===== config.mk =====
export PLATFORM = sky130hd
export DESIGN_NAME = alphabet_rank_bit_packer_core
export DESIGN_NICKNAME = d
export VERILOG_FILES = /design/src/rtl/arp_pkg.sv /design/src/rtl/arp_front.sv /design/src/rtl/arp_queue.sv /design/src/rtl/arp_back.sv /design/src/rtl/alphabet_rank_bit_packer_core.sv
export SDC_FILE = /design/constraint.sdc
export NUM_CORES = 2
export LEC_CHECK = 0
export BUFFER_PORTS_ARGS = -buffer_cell sky130_fd_sc_hd__buf_2
export CAP_MARGIN = 10
export CORE_ASPECT_RATIO = 1.5
export CORE_MARGIN = 4
export CORE_UTILIZATION = 55
export CTS_BUF_LIST = sky130_fd_sc_hd__clkbuf_16
export DETAILED_ROUTE_END_ITERATION = 10
export GPL_ROUTABILITY_DRIVEN = 0
export PLACE_DENSITY = 0.78
export SKIP_CTS_REPAIR_TIMING = 1
export SLEW_MARGIN = 20
export SYNTH_ARGS = -nofsm -noshare
export SYNTH_HDL_FRONTEND = slang
export SYNTH_HIERARCHICAL = 1
export SYNTH_SLANG_ARGS = --single-unit

===== constraint.sdc =====
create_clock -name clk -period 14.34 [get_ports clk]
set_input_delay 1.434 -clock clk [delete_from_list [all_inputs] [get_ports clk]]
set_output_delay 1.434 -clock clk [all_outputs]
set_load 0.05 [all_outputs]

===== src/rtl/arp_pkg.sv =====
// ----------------------------------------------------------------------------
// arp_pkg
// shared types, codes and helpers of the alphabet rank bit packer
// ----------------------------------------------------------------------------
`timescale 1ns / 1ps
`default_nettype none

package arp_pkg;

  localparam int ALPHABET_MAX_DEF = 128;
  localparam int PAD_BITS         = 3;
  localparam int BYTE_BITS        = 8;
  localparam int MAP_SIZE         = 256;
  localparam int GROUPS           = 16;
  localparam int GROUP_SIZE       = MAP_SIZE / GROUPS;
  localparam int GCNT_W           = $clog2(GROUP_SIZE + 1);
  localparam int LEN_W            = 24;

  localparam logic [2:0] ACT_COLLECT = 3'd0;
  localparam logic [2:0] ACT_START   = 3'd1;
  localparam logic [2:0] ACT_ENCODE  = 3'd2;
  localparam logic [2:0] ACT_FLUSH   = 3'd3;
  localparam logic [2:0] ACT_CLEAR   = 3'd4;

  typedef enum logic [1:0] {
    KIND_START,
    KIND_ENCODE,
    KIND_MISS,
    KIND_FLUSH
  } arp_kind_t;

  typedef struct packed {
    logic [2:0] action;
    logic [7:0] data_byte;
  } arp_in_t;

  typedef struct packed {
    logic [7:0] packed_byte;
    logic [7:0] distinct_count;
    logic [2:0] code_width;
    logic       not_found;
    logic       is_status;
  } arp_out_t;

  // work item between front and back
  typedef struct packed {
    arp_kind_t                      kind;
    logic [2:0]                     width;
    logic [2:0]                     pad;
    logic [7:0]                     distinct;
    logic [GROUPS-1:0][GCNT_W-1:0]  gcnt;
  } arp_work_t;

  function automatic logic [2:0] width_for(input logic [7:0] count);
    logic [2:0] n;
    n = 3'd0;
    for (int i = 0; i < 7; i++) begin
      if ((9'd1 << i) < {1'b0, count}) begin
        n = 3'(i + 1);
      end
    end
    return n;
  endfunction

  function automatic logic [GCNT_W-1:0] popcount_group(input logic [GROUP_SIZE-1:0] v);
    logic [GCNT_W-1:0] c;
    c = '0;
    for (int i = 0; i < GROUP_SIZE; i++) begin
      c = c + GCNT_W'(v[i]);
    end
    return c;
  endfunction

endpackage

`default_nettype wire


===== src/rtl/arp_front.sv =====
// ----------------------------------------------------------------------------
// arp_front
// accepts items, keeps the seen map and the latched width, classifies items
// and computes per-group rank counts for the back end
// ----------------------------------------------------------------------------
`timescale 1ns / 1ps
`default_nettype none

module arp_front #(
  parameter int ALPHABET_MAX = arp_pkg::ALPHABET_MAX_DEF
) (
  input  wire                   clk,
  input  wire                   rst_n,
  input  wire                   acc,
  input  arp_pkg::arp_in_t      in_item,
  input  wire                   cfg_we,
  input  wire [arp_pkg::LEN_W-1:0] cfg_data,
  output logic                  wr_en,
  output arp_pkg::arp_work_t    wr_data
);
  import arp_pkg::*;

  logic [MAP_SIZE-1:0] seen_r, seen_nxt;
  logic [7:0]          distinct_r, distinct_nxt;
  logic                active_r, active_nxt;
  logic [2:0]          width_r, width_nxt;
  logic [2:0]          pad_r, pad_nxt;
  logic [2:0]          len_lo_r;
  logic [MAP_SIZE-1:0] below;
  logic [MAP_SIZE-1:0] masked;
  logic [5:0]          len_prod;
  logic [2:0]          total_lo;
  logic                hit;

  // only the low three length bits reach the pad count
  always_ff @(posedge clk) begin
    if (!rst_n) begin
      len_lo_r <= '0;
    end else if (cfg_we) begin
      len_lo_r <= cfg_data[2:0];
    end
  end

  always_comb begin
    for (int i = 0; i < MAP_SIZE; i++) begin
      below[i] = (8'(i) < in_item.data_byte);
    end
    masked = seen_r & below;
    hit    = seen_r[in_item.data_byte];
  end

  always_comb begin
    seen_nxt     = seen_r;
    distinct_nxt = distinct_r;
    active_nxt   = active_r;
    width_nxt    = width_r;
    pad_nxt      = pad_r;
    wr_en        = 1'b0;
    len_prod     = 6'({3'b000, len_lo_r} * {3'b000, width_for(distinct_r)});
    total_lo     = 3'(PAD_BITS) + len_prod[2:0];

    wr_data.kind     = KIND_ENCODE;
    wr_data.width    = width_r;
    wr_data.pad      = pad_r;
    wr_data.distinct = distinct_r;
    for (int g = 0; g < GROUPS; g++) begin
      wr_data.gcnt[g] = popcount_group(masked[g*GROUP_SIZE +: GROUP_SIZE]);
    end

    if (acc) begin
      case (in_item.action)
        ACT_COLLECT: begin
          if (!active_r && !hit && (distinct_r < 8'(ALPHABET_MAX))) begin
            seen_nxt[in_item.data_byte] = 1'b1;
            distinct_nxt                = distinct_r + 8'd1;
          end
        end
        ACT_START: begin
          width_nxt     = width_for(distinct_r);
          pad_nxt       = 3'd0 - total_lo;
          active_nxt    = 1'b1;
          wr_en         = 1'b1;
          wr_data.kind  = KIND_START;
          wr_data.width = width_nxt;
          wr_data.pad   = pad_nxt;
        end
        ACT_ENCODE: begin
          if (active_r) begin
            wr_en        = 1'b1;
            wr_data.kind = hit ? KIND_ENCODE : KIND_MISS;
          end
        end
        ACT_FLUSH: begin
          if (active_r && (pad_r != 3'd0)) begin
            wr_en        = 1'b1;
            wr_data.kind = KIND_FLUSH;
          end
          active_nxt = 1'b0;
        end
        ACT_CLEAR: begin
          seen_nxt     = '0;
          distinct_nxt = '0;
          active_nxt   = 1'b0;
          width_nxt    = '0;
          pad_nxt      = '0;
        end
        default: begin
        end
      endcase
    end
  end

  always_ff @(posedge clk) begin
    if (!rst_n) begin
      seen_r     <= '0;
      distinct_r <= '0;
      active_r   <= 1'b0;
      width_r    <= '0;
      pad_r      <= '0;
    end else begin
      seen_r     <= seen_nxt;
      distinct_r <= distinct_nxt;
      active_r   <= active_nxt;
      width_r    <= width_nxt;
      pad_r      <= pad_nxt;
    end
  end

endmodule

`default_nettype wire


===== src/rtl/arp_queue.sv =====
// ----------------------------------------------------------------------------
// arp_queue
// two-entry queue of work items between front and back
// ----------------------------------------------------------------------------
`timescale 1ns / 1ps
`default_nettype none

module arp_queue (
  input  wire                clk,
  input  wire                rst_n,
  input  wire                wr_en,
  input  arp_pkg::arp_work_t wr_data,
  output logic               full,
  input  wire                rd_en,
  output arp_pkg::arp_work_t rd_data,
  output logic               valid
);
  import arp_pkg::*;

  arp_work_t  slot_r [2];
  logic       wr_ptr_r;
  logic       rd_ptr_r;
  logic [1:0] cnt_r, cnt_nxt;
  logic       do_wr;
  logic       do_rd;

  assign full    = (cnt_r == 2'd2);
  assign valid   = (cnt_r != 2'd0);
  assign rd_data = slot_r[rd_ptr_r];
  assign do_wr   = wr_en && !full;
  assign do_rd   = rd_en && valid;

  always_comb begin
    cnt_nxt = cnt_r;
    if (do_wr && !do_rd) begin
      cnt_nxt = cnt_r + 2'd1;
    end else if (do_rd && !do_wr) begin
      cnt_nxt = cnt_r - 2'd1;
    end
  end

  always_ff @(posedge clk) begin
    if (do_wr) begin
      slot_r[wr_ptr_r] <= wr_data;
    end
  end

  always_ff @(posedge clk) begin
    if (!rst_n) begin
      wr_ptr_r <= 1'b0;
      rd_ptr_r <= 1'b0;
      cnt_r    <= '0;
    end else begin
      if (do_wr) begin
        wr_ptr_r <= !wr_ptr_r;
      end
      if (do_rd) begin
        rd_ptr_r <= !rd_ptr_r;
      end
      cnt_r <= cnt_nxt;
    end
  end

endmodule

`default_nettype wire


===== src/rtl/arp_back.sv =====
// ----------------------------------------------------------------------------
// arp_back
// sums the rank, packs codes msb-first into the pending byte and drives the
// result register
// ----------------------------------------------------------------------------
`timescale 1ns / 1ps
`default_nettype none

module arp_back (
  input  wire                clk,
  input  wire                rst_n,
  input  wire                q_valid,
  input  arp_pkg::arp_work_t q_data,
  output logic               q_pop,
  output logic               empty,
  input  wire                pop,
  output arp_pkg::arp_out_t  out_item
);
  import arp_pkg::*;

  logic [7:0]  pend_r, pend_nxt;
  logic [2:0]  off_r, off_nxt;
  arp_out_t    out_r, out_nxt;
  logic        out_valid_r, out_valid_nxt;
  logic        advance;
  logic [5:0]  sum1 [8];
  logic [6:0]  sum2 [4];
  logic [7:0]  sum3 [2];
  logic [7:0]  rank;
  logic [15:0] code_wide;
  logic [7:0]  code;
  logic [15:0] carry_wide;
  logic [7:0]  merged;
  logic [3:0]  off_sum;
  logic        fills;

  assign advance  = q_valid && (!out_valid_r || pop);
  assign q_pop    = advance;
  assign empty    = !out_valid_r;
  assign out_item = out_r;

  // rank adder tree
  always_comb begin
    for (int i = 0; i < 8; i++) begin
      sum1[i] = 6'(q_data.gcnt[2*i]) + 6'(q_data.gcnt[2*i+1]);
    end
    for (int i = 0; i < 4; i++) begin
      sum2[i] = 7'(sum1[2*i]) + 7'(sum1[2*i+1]);
    end
    for (int i = 0; i < 2; i++) begin
      sum3[i] = 8'(sum2[2*i]) + 8'(sum2[2*i+1]);
    end
    rank = sum3[0] + sum3[1];
  end

  always_comb begin
    code_wide  = {rank, 8'h00} >> q_data.width;
    code       = code_wide[7:0];
    carry_wide = {code, 8'h00} >> off_r;
    merged     = pend_r | (code >> off_r);
    off_sum    = {1'b0, off_r} + {1'b0, q_data.width};
    fills      = (q_data.width != 3'd0) && off_sum[3];

    pend_nxt      = pend_r;
    off_nxt       = off_r;
    out_valid_nxt = out_valid_r && !pop;

    out_nxt.packed_byte    = 8'h00;
    out_nxt.distinct_count = q_data.distinct;
    out_nxt.code_width     = q_data.width;
    out_nxt.not_found      = 1'b0;
    out_nxt.is_status      = 1'b0;

    if (advance) begin
      case (q_data.kind)
        KIND_START: begin
          pend_nxt          = {q_data.pad, 5'b00000};
          off_nxt           = 3'(PAD_BITS);
          out_nxt.is_status = 1'b1;
          out_valid_nxt     = 1'b1;
        end
        KIND_ENCODE: begin
          off_nxt = off_sum[2:0];
          if (fills) begin
            pend_nxt            = carry_wide[7:0];
            out_nxt.packed_byte = merged;
            out_valid_nxt       = 1'b1;
          end else begin
            pend_nxt = merged;
          end
        end
        KIND_MISS: begin
          out_nxt.not_found = 1'b1;
          out_valid_nxt     = 1'b1;
        end
        KIND_FLUSH: begin
          out_nxt.packed_byte = pend_r;
          pend_nxt            = 8'h00;
          off_nxt             = 3'(PAD_BITS);
          out_valid_nxt       = 1'b1;
        end
        default: begin
        end
      endcase
    end
  end

  always_ff @(posedge clk) begin
    if (advance) begin
      out_r <= out_nxt;
    end
  end

  always_ff @(posedge clk) begin
    if (!rst_n) begin
      pend_r      <= '0;
      off_r       <= 3'(PAD_BITS);
      out_valid_r <= 1'b0;
    end else begin
      pend_r      <= pend_nxt;
      off_r       <= off_nxt;
      out_valid_r <= out_valid_nxt;
    end
  end

endmodule

`default_nettype wire


===== src/rtl/alphabet_rank_bit_packer_core.sv =====
// ----------------------------------------------------------------------------
// alphabet_rank_bit_packer_core
// packs bytes as fixed-width alphabet ranks into an msb-first byte stream
// ----------------------------------------------------------------------------
// input queue side: in_item carries action and data_byte; an item is taken
// when push is high and full is low. collect builds the seen map, start
// latches the code width and pad and returns a status item, encode packs the
// byte's rank or flags a miss, flush returns the last partial byte, clear
// drops all state. result queue side: out_item holds the oldest result while
// empty is low and is taken when pop is high.
// cfg_we/cfg_data write the stream length used for the pad count; write it
// only while no items are in flight.
// an item's work entry passes through the two-entry queue and then the
// result register before its result shows on out_item.
// throughput: one item per cycle while full is low; the front classifies and
// counts the rank per group, a two-entry queue feeds the back end, which sums
// and packs. when the receiver stalls the output register holds, the queue
// fills and full rises after two more work items. reset (rst_n low,
// synchronous) empties both queues, clears the seen map and the stream length.
// ----------------------------------------------------------------------------
`timescale 1ns / 1ps
`default_nettype none

module alphabet_rank_bit_packer_core #(
  parameter int ALPHABET_MAX = arp_pkg::ALPHABET_MAX_DEF
) (
  input  wire                      clk,
  input  wire                      rst_n,
  input  wire                      push,
  output logic                     full,
  input  arp_pkg::arp_in_t         in_item,
  output logic                     empty,
  input  wire                      pop,
  output arp_pkg::arp_out_t        out_item,
  input  wire                      cfg_we,
  input  wire [arp_pkg::LEN_W-1:0] cfg_data
);
  import arp_pkg::*;

  logic      acc;
  logic      wr_en;
  arp_work_t wr_data;
  logic      q_valid;
  logic      q_pop;
  arp_work_t q_data;

  assign acc = push && !full;

  arp_front #(
    .ALPHABET_MAX(ALPHABET_MAX)
  ) u_front (
    .clk     (clk),
    .rst_n   (rst_n),
    .acc     (acc),
    .in_item (in_item),
    .cfg_we  (cfg_we),
    .cfg_data(cfg_data),
    .wr_en   (wr_en),
    .wr_data (wr_data)
  );

  arp_queue u_queue (
    .clk    (clk),
    .rst_n  (rst_n),
    .wr_en  (wr_en),
    .wr_data(wr_data),
    .full   (full),
    .rd_en  (q_pop),
    .rd_data(q_data),
    .valid  (q_valid)
  );

  arp_back u_back (
    .clk     (clk),
    .rst_n   (rst_n),
    .q_valid (q_valid),
    .q_data  (q_data),
    .q_pop   (q_pop),
    .empty   (empty),
    .pop     (pop),
    .out_item(out_item)
  );

endmodule

`default_nettype wire


# Word-level counts from Yosys, hierarchy flattened
# Memory sizes are Yosys's and may differ from the RTL's. A register that Yosys moved wholly into a read port is not among the register bits.
# Cells that the tools add are included.
# totals
latchBits	0
word_cells	646
out_inout_bits	23
mem_bits_rw	192
rom_bits	0
input_bits	40
n_memories	1
ff_bits	311
# op_classes
n_bitwise	3
n_eq_ne	9
muxes	44
div_mod_pow	0
magnitude_cmp	266
n_shift	3
n_addsub	261
multipliers	1
reduce_logical	41
# mem_list
name	words	word_bits	rd	rd_ports_with_merged_regs	write_ports	line_no	text
u_queue.slot_r	2	96	1	1	1	arp_queue.sv:20	arp_work_t slot_r [2];
# op_table
cell	n
adder 5 x 1 -> 5 bit	224
less-than comparator 8 bit, first input constant	128
less-than comparator 7 x 8 -> 1 bit, first input constant	65
case mux 256 bit (2 select lines)	1
less-than comparator 6 x 8 -> 1 bit, first input constant	33
bitwise AND 256 bit	1
two-way mux 256 bit	1
OR 256 bit	1
less-than comparator 5 x 8 -> 1 bit, first input constant	17
less-than comparator 4 x 8 -> 1 bit, first input constant	9
adder 5 x 5 -> 6 bit	8
less-than comparator 3 x 8 -> 1 bit, first input constant	5
adder 1 x 1 -> 2 bit	16
two-way mux 8 bit	4
case mux 8 bit (2 select lines)	2
right shift 16 x 3 -> 8 bit	2
adder 6 x 6 -> 7 bit	4
less-than comparator 1 x 8 -> 1 bit, first input constant	3
less-than comparator 2 x 8 -> 1 bit, first input constant	3
case mux 8 bit (3 select lines)	1
case mux 3 bit (2 select lines)	3
adder 7 x 7 -> 8 bit	2
two-way mux 1 bit	14
two-way mux 2 bit	7
37 further kinds	74

# Logic depth before layout (Yosys ltp)
# depth
ltp_word	17
mapped_depth	23
depth_no_buf	20

# By module
# The synthesis kept the hierarchy.
# by_module_without_submodules
module	instances	seq_area_each_um2	area_per_inst_um2	cells_each
arp_front	1	5485.3	20153.1	2333
arp_queue	1	5865.6	7364.6	324
arp_back	1	870.8	3907.5	381
alphabet_rank_bit_packer_core	1	0.0	13.8	1

# Worst setup path after synthesis
# Ideal clock, no wire load.
# synth_path
path_kind	input port to flip-flop
from	input in_item[0] (netlist bit)
to	memory u_queue/slot_r[0][44] (netlist bit), data pin
t_required_ns	14.082
path_slack_ns	7.795
t_arrival_ns	6.288
cell_stages	19
path_cell_list	buf_6 > buf_12 > buf_6 > buf_6 > buf_2 > clkbuf_1 > nor3_1 > clkbuf_1 > a21oi_1 > fa_1 > inv_1 > fa_1 > fa_1 > inv_1 > fa_1 > ha_1 > fa_1 > a21oi_1 > nor2b_1
# synth_rtl
element	line_no	text
start: declaration	alphabet_rank_bit_packer_core.sv:31	input arp_pkg::arp_in_t in_item,
end: declaration	arp_queue.sv:20	

==> out/metrics.csv <==
stage,metric,value,unit
status,violated checks,design-rule violations,
sta,setup_tns,0,ps
pwr,NetSw,1.44,mW
worst_setup_path,kind of critical path,register to register,
logic_synthesis,Yosys top cell by area,edfxtp_1,
worst_setup_path,Worst EP required,14800,ps
logic_synthesis,Synth top area share,20.3,%
drt,Via Count,24800,
logic_synthesis,Mapped Area,31400,um^2
grt,largest net degree at the start of global routing,261,
worst_hold_path,WHS Path Cells,2,
die,row count,107,
drt,Final ANT Viol Nets,0,
status,status,"complete, but fails checks",
grt,busiest grt layer,met2,
sta,Max Freq,126,MHz
worst_hold_path,hold path startpoint,u_back/pend_r[0],
die,DIE WIDTH,203,um
grt,met2 Track Usage GR,49.6,%
pwr,worst vdd ir,0.000188,V
logic_synthesis,Main synth FF type,dfxtp_1,
pwr,Leak,13.8,nW
worst_hold_path,Hold/Removal Path Class,register to register,
sta,Fin. Hold Viols,0,
worst_setup_path,Reg2Reg Setup Slack,6380,ps
drt,Avg WL per Cell,25.4,um
logic_synthesis,dominant cells by area after synthesis,"edfxtp_1, dfxtp_1, fa_1, a31oi_1, ha_1",
sta,RSZ-0062 raised after global routing,false,
sta,clk_skew,20.0,ps
worst_hold_path,WHS Endpoint,u_back/pend_r[0],
die,Die Ht,301,um
sta,post-route setup slack,6380,ps
cts,Num Clock Sinks,504,
job,max_cap viols,0,
sta,clock period minus worst slack,7960,ps
logic_synthesis,Syn Inst Count,3039,
place,placed cell count,3670,
worst_setup_path,FF-to-FF End,u_back/pend_r[7],
worst_setup_path,crit-path max FO,50,
grt,GR Util met3,7.13,%
grt,vias in the first global route,25300,
pwr,Flop pwr share,35.7,%
sta,Least-Margin Pin Slew,1340,ps
logic_synthesis,Ys Warns,6,
final_layout,Register Area,12200,um^2
grt,initial antenna violation count,3,
cts,Root Buffer,clkbuf_16,
drt,drt drc,1,
die,full die area,61100,um^2
pwr,Int Pwr,2.82,mW
worst_setup_path,R2R cell count,19,
place,pre-CTS setup slack,6390,ps
logic_synthesis,Synth Register Bits,504,
logic_synthesis,"EDFF count, synth",213,
grt,grt total ovfl,0,
logic_synthesis,Async SR Flop Fraction,0,%
logic_synthesis,count of cell types in the netlist,83,
final_layout,area grow syn2layout,6.51,%
place,dpl hpwl,64400,um
logic_synthesis,Synth Net Count,3408,
final_layout,final core occ,59.0,%
final_layout,share of cells above drive strength 1,10.5,%
final_layout,filler cell count,4536,
grt,met1 usage,33.7,%
cts,latest clock arrival within the worst-skew pair,600,ps
sta,relative slew slack,10.6,%
drt,DRT Wirelength,95600,um
pwr,Clock power frac,30.8,%
sta,"Slew Viols, Final",0,
worst_setup_path,Startpoint Class,register,
die,Core Area,56800,um^2
cts,H-tree Lvls,2,
cts,CTS tree,yes,
cts,"Reg clk slew, reported paths",60,ps
grt,global-route usage over all layers,30.5,%
final_layout,nets,3327,
pwr,Comb pwr share,33.6,%
drt,Initial DRT Pass Iterations,11,
sta,final setup fails,0,
pwr,Switching Share,33.8,%
pwr,PD cells,127,nW/um^2
drt,Vias per Instance,6.59,
place,I/O Buffers,41,
die,I/O pins,63,
logic_synthesis,register area share after synthesis,38.9,%
sta,Fin Hold WS,458,ps
worst_setup_path,crit path DAT,8430,ps
final_layout,area of the multi-input gates,17000,um^2
logic_synthesis,syn_area_per_cell,10.3,um^2
grt,first-pass GRT wire length,145000,um
cts,CTS max path bufs,3,
sta,Tcrit/Tclk final,55.5,%
die,Initial Util,55.4,%
cts,total CTS buffers,47,
final_layout,fin cells,3762,
worst_setup_path,crit end category,register,
drt,initial DRC count,3655,
synth_stat cells (all sizes together), types with 4 or more instances:
cell	n
nor2	326
dfxtp	291
inv	280
a31oi	259
fa	225
edfxtp	213
nand2	190
clkbuf	130
mux2i	106
a21oi	104
ha	104
mux2	103
o211ai	90
buf	87
o21ai	66
nor2b	49
a22oi	46
xnor2	39
a21o	30
a21boi	24
and2	22
nand2b	22
nand3	22
o21a	22
and3	21
nor3	21
mux4	17
o211a	15
o311a	9
or2	9
xor2	9
o22ai	7
or3	7
a211o	5
nand4	5
o311ai	5
o31ai	5
nand3b	4
nor3b	4
o2111ai	4
layout make-up:
class	instances	share of cell area, %
multi-input cells	2035	50.9
flip-flops and latches	504	36.5
clock buffers	47	3.51
inverters	280	3.14
well taps	763	2.85
repair buffers	90	1.89
clock inverters	41	1.18
diodes	2	0.0149
kinds of logic after synthesis:
group	after synthesis	share of synthesized area, %
AO/OA/AOI/OAI	719	15.2
AND/OR/NAND/NOR	711	10.0
flip-flops	504	38.9
buffers and inverters	500	7.21
adder cells (fa/ha/maj)	329	18.5
multiplexers	226	8.77
XOR/XNOR	49	1.41
other	1	0.0119
worst max-delay path by stage:
stage                     from                     to  slack [ps]  cells after the start
floorplan           in_item[0]  u_queue/slot_r[0][44]        7790                     19
global placement      register       u_back/pend_r[7]        6510                     19
detailed placement    register       u_back/pend_r[7]        6390                     19
CTS                   register       u_back/pend_r[7]        6360                     19
global route          register    u_back/out_item[13]        6070                     19
finish                register       u_back/pend_r[7]        6380                     19
sequential cells by signal, summed over array words and instances, names as in the netlist, named ones only:
name / cells
u_back/out_valid_r: 1
u_queue/slot_r: 192
u_front/distinct_r: 8
u_front/width_r: 3
u_back/out_item: 21
u_front/pad_r: 3
u_front/len_lo_r: 3
u_front/seen_r: 256
u_back/off_r: 3
u_back/pend_r: 8
u_queue/cnt_r: 2
u_front/active_r: 1
u_queue/wr_ptr_r: 1
u_queue/rd_ptr_r: 1
power groups by stage:
stage	clock network (mW)	registers [mW]	logic (mW)
floorplan	0	1.56	1.07
global placement	0	1.55	1.33
detailed placement	0	1.55	1.39
CTS	1.32	1.52	1.40
global route	1.38	1.52	1.55
finish	1.31	1.52	1.43
critical path, stage by stage, from the launching register on:
cell and delay [ps]:
dfxtp_4 780, buf_4 730, mux2_2 430, fa_1 510, inv_1 60, fa_1 510, fa_1 560, fa_1 520
fa_1 540, inv_1 50, fa_1 480, ha_1 240, fa_1 520, mux4_2 520, nand2b_1 160, o211ai_1 220
o22ai_1 140, a311o_1 370, a221oi_2 300, a311oi_1 70
layer usage:
layer	part of all wire (%)	vias up
met4	11	0
met1	32	11900
met5	0	-
li1	-	10500
met3	11	654
met2	46	1767
stage by stage:
step,total power [mW],area (um^2)
global route,4.45,33500
detailed placement,2.94,31800
CTS,4.24,33400
floorplan,2.63,31400
finish,4.25,33500
global placement,2.88,31800
placed cells by master, fill, tap and decap left out, types with 44 or more instances in the layout:
master	synthesis	routed
o21ai_0	60	60
ha_1	104	104
fa_1	225	225
a21oi_1	104	104
a31oi_1	259	259
a22oi_1	46	46
o211ai_1	89	89
nand2_1	189	189
nor2b_1	48	44
buf_4	30	46
dfxtp_1	291	290
mux2i_1	106	106
clkbuf_16	0	47
mux2_2	62	62
nor2_1	325	320
edfxtp_1	213	213
inv_1	279	291
(Power assumes the default switching activity.)
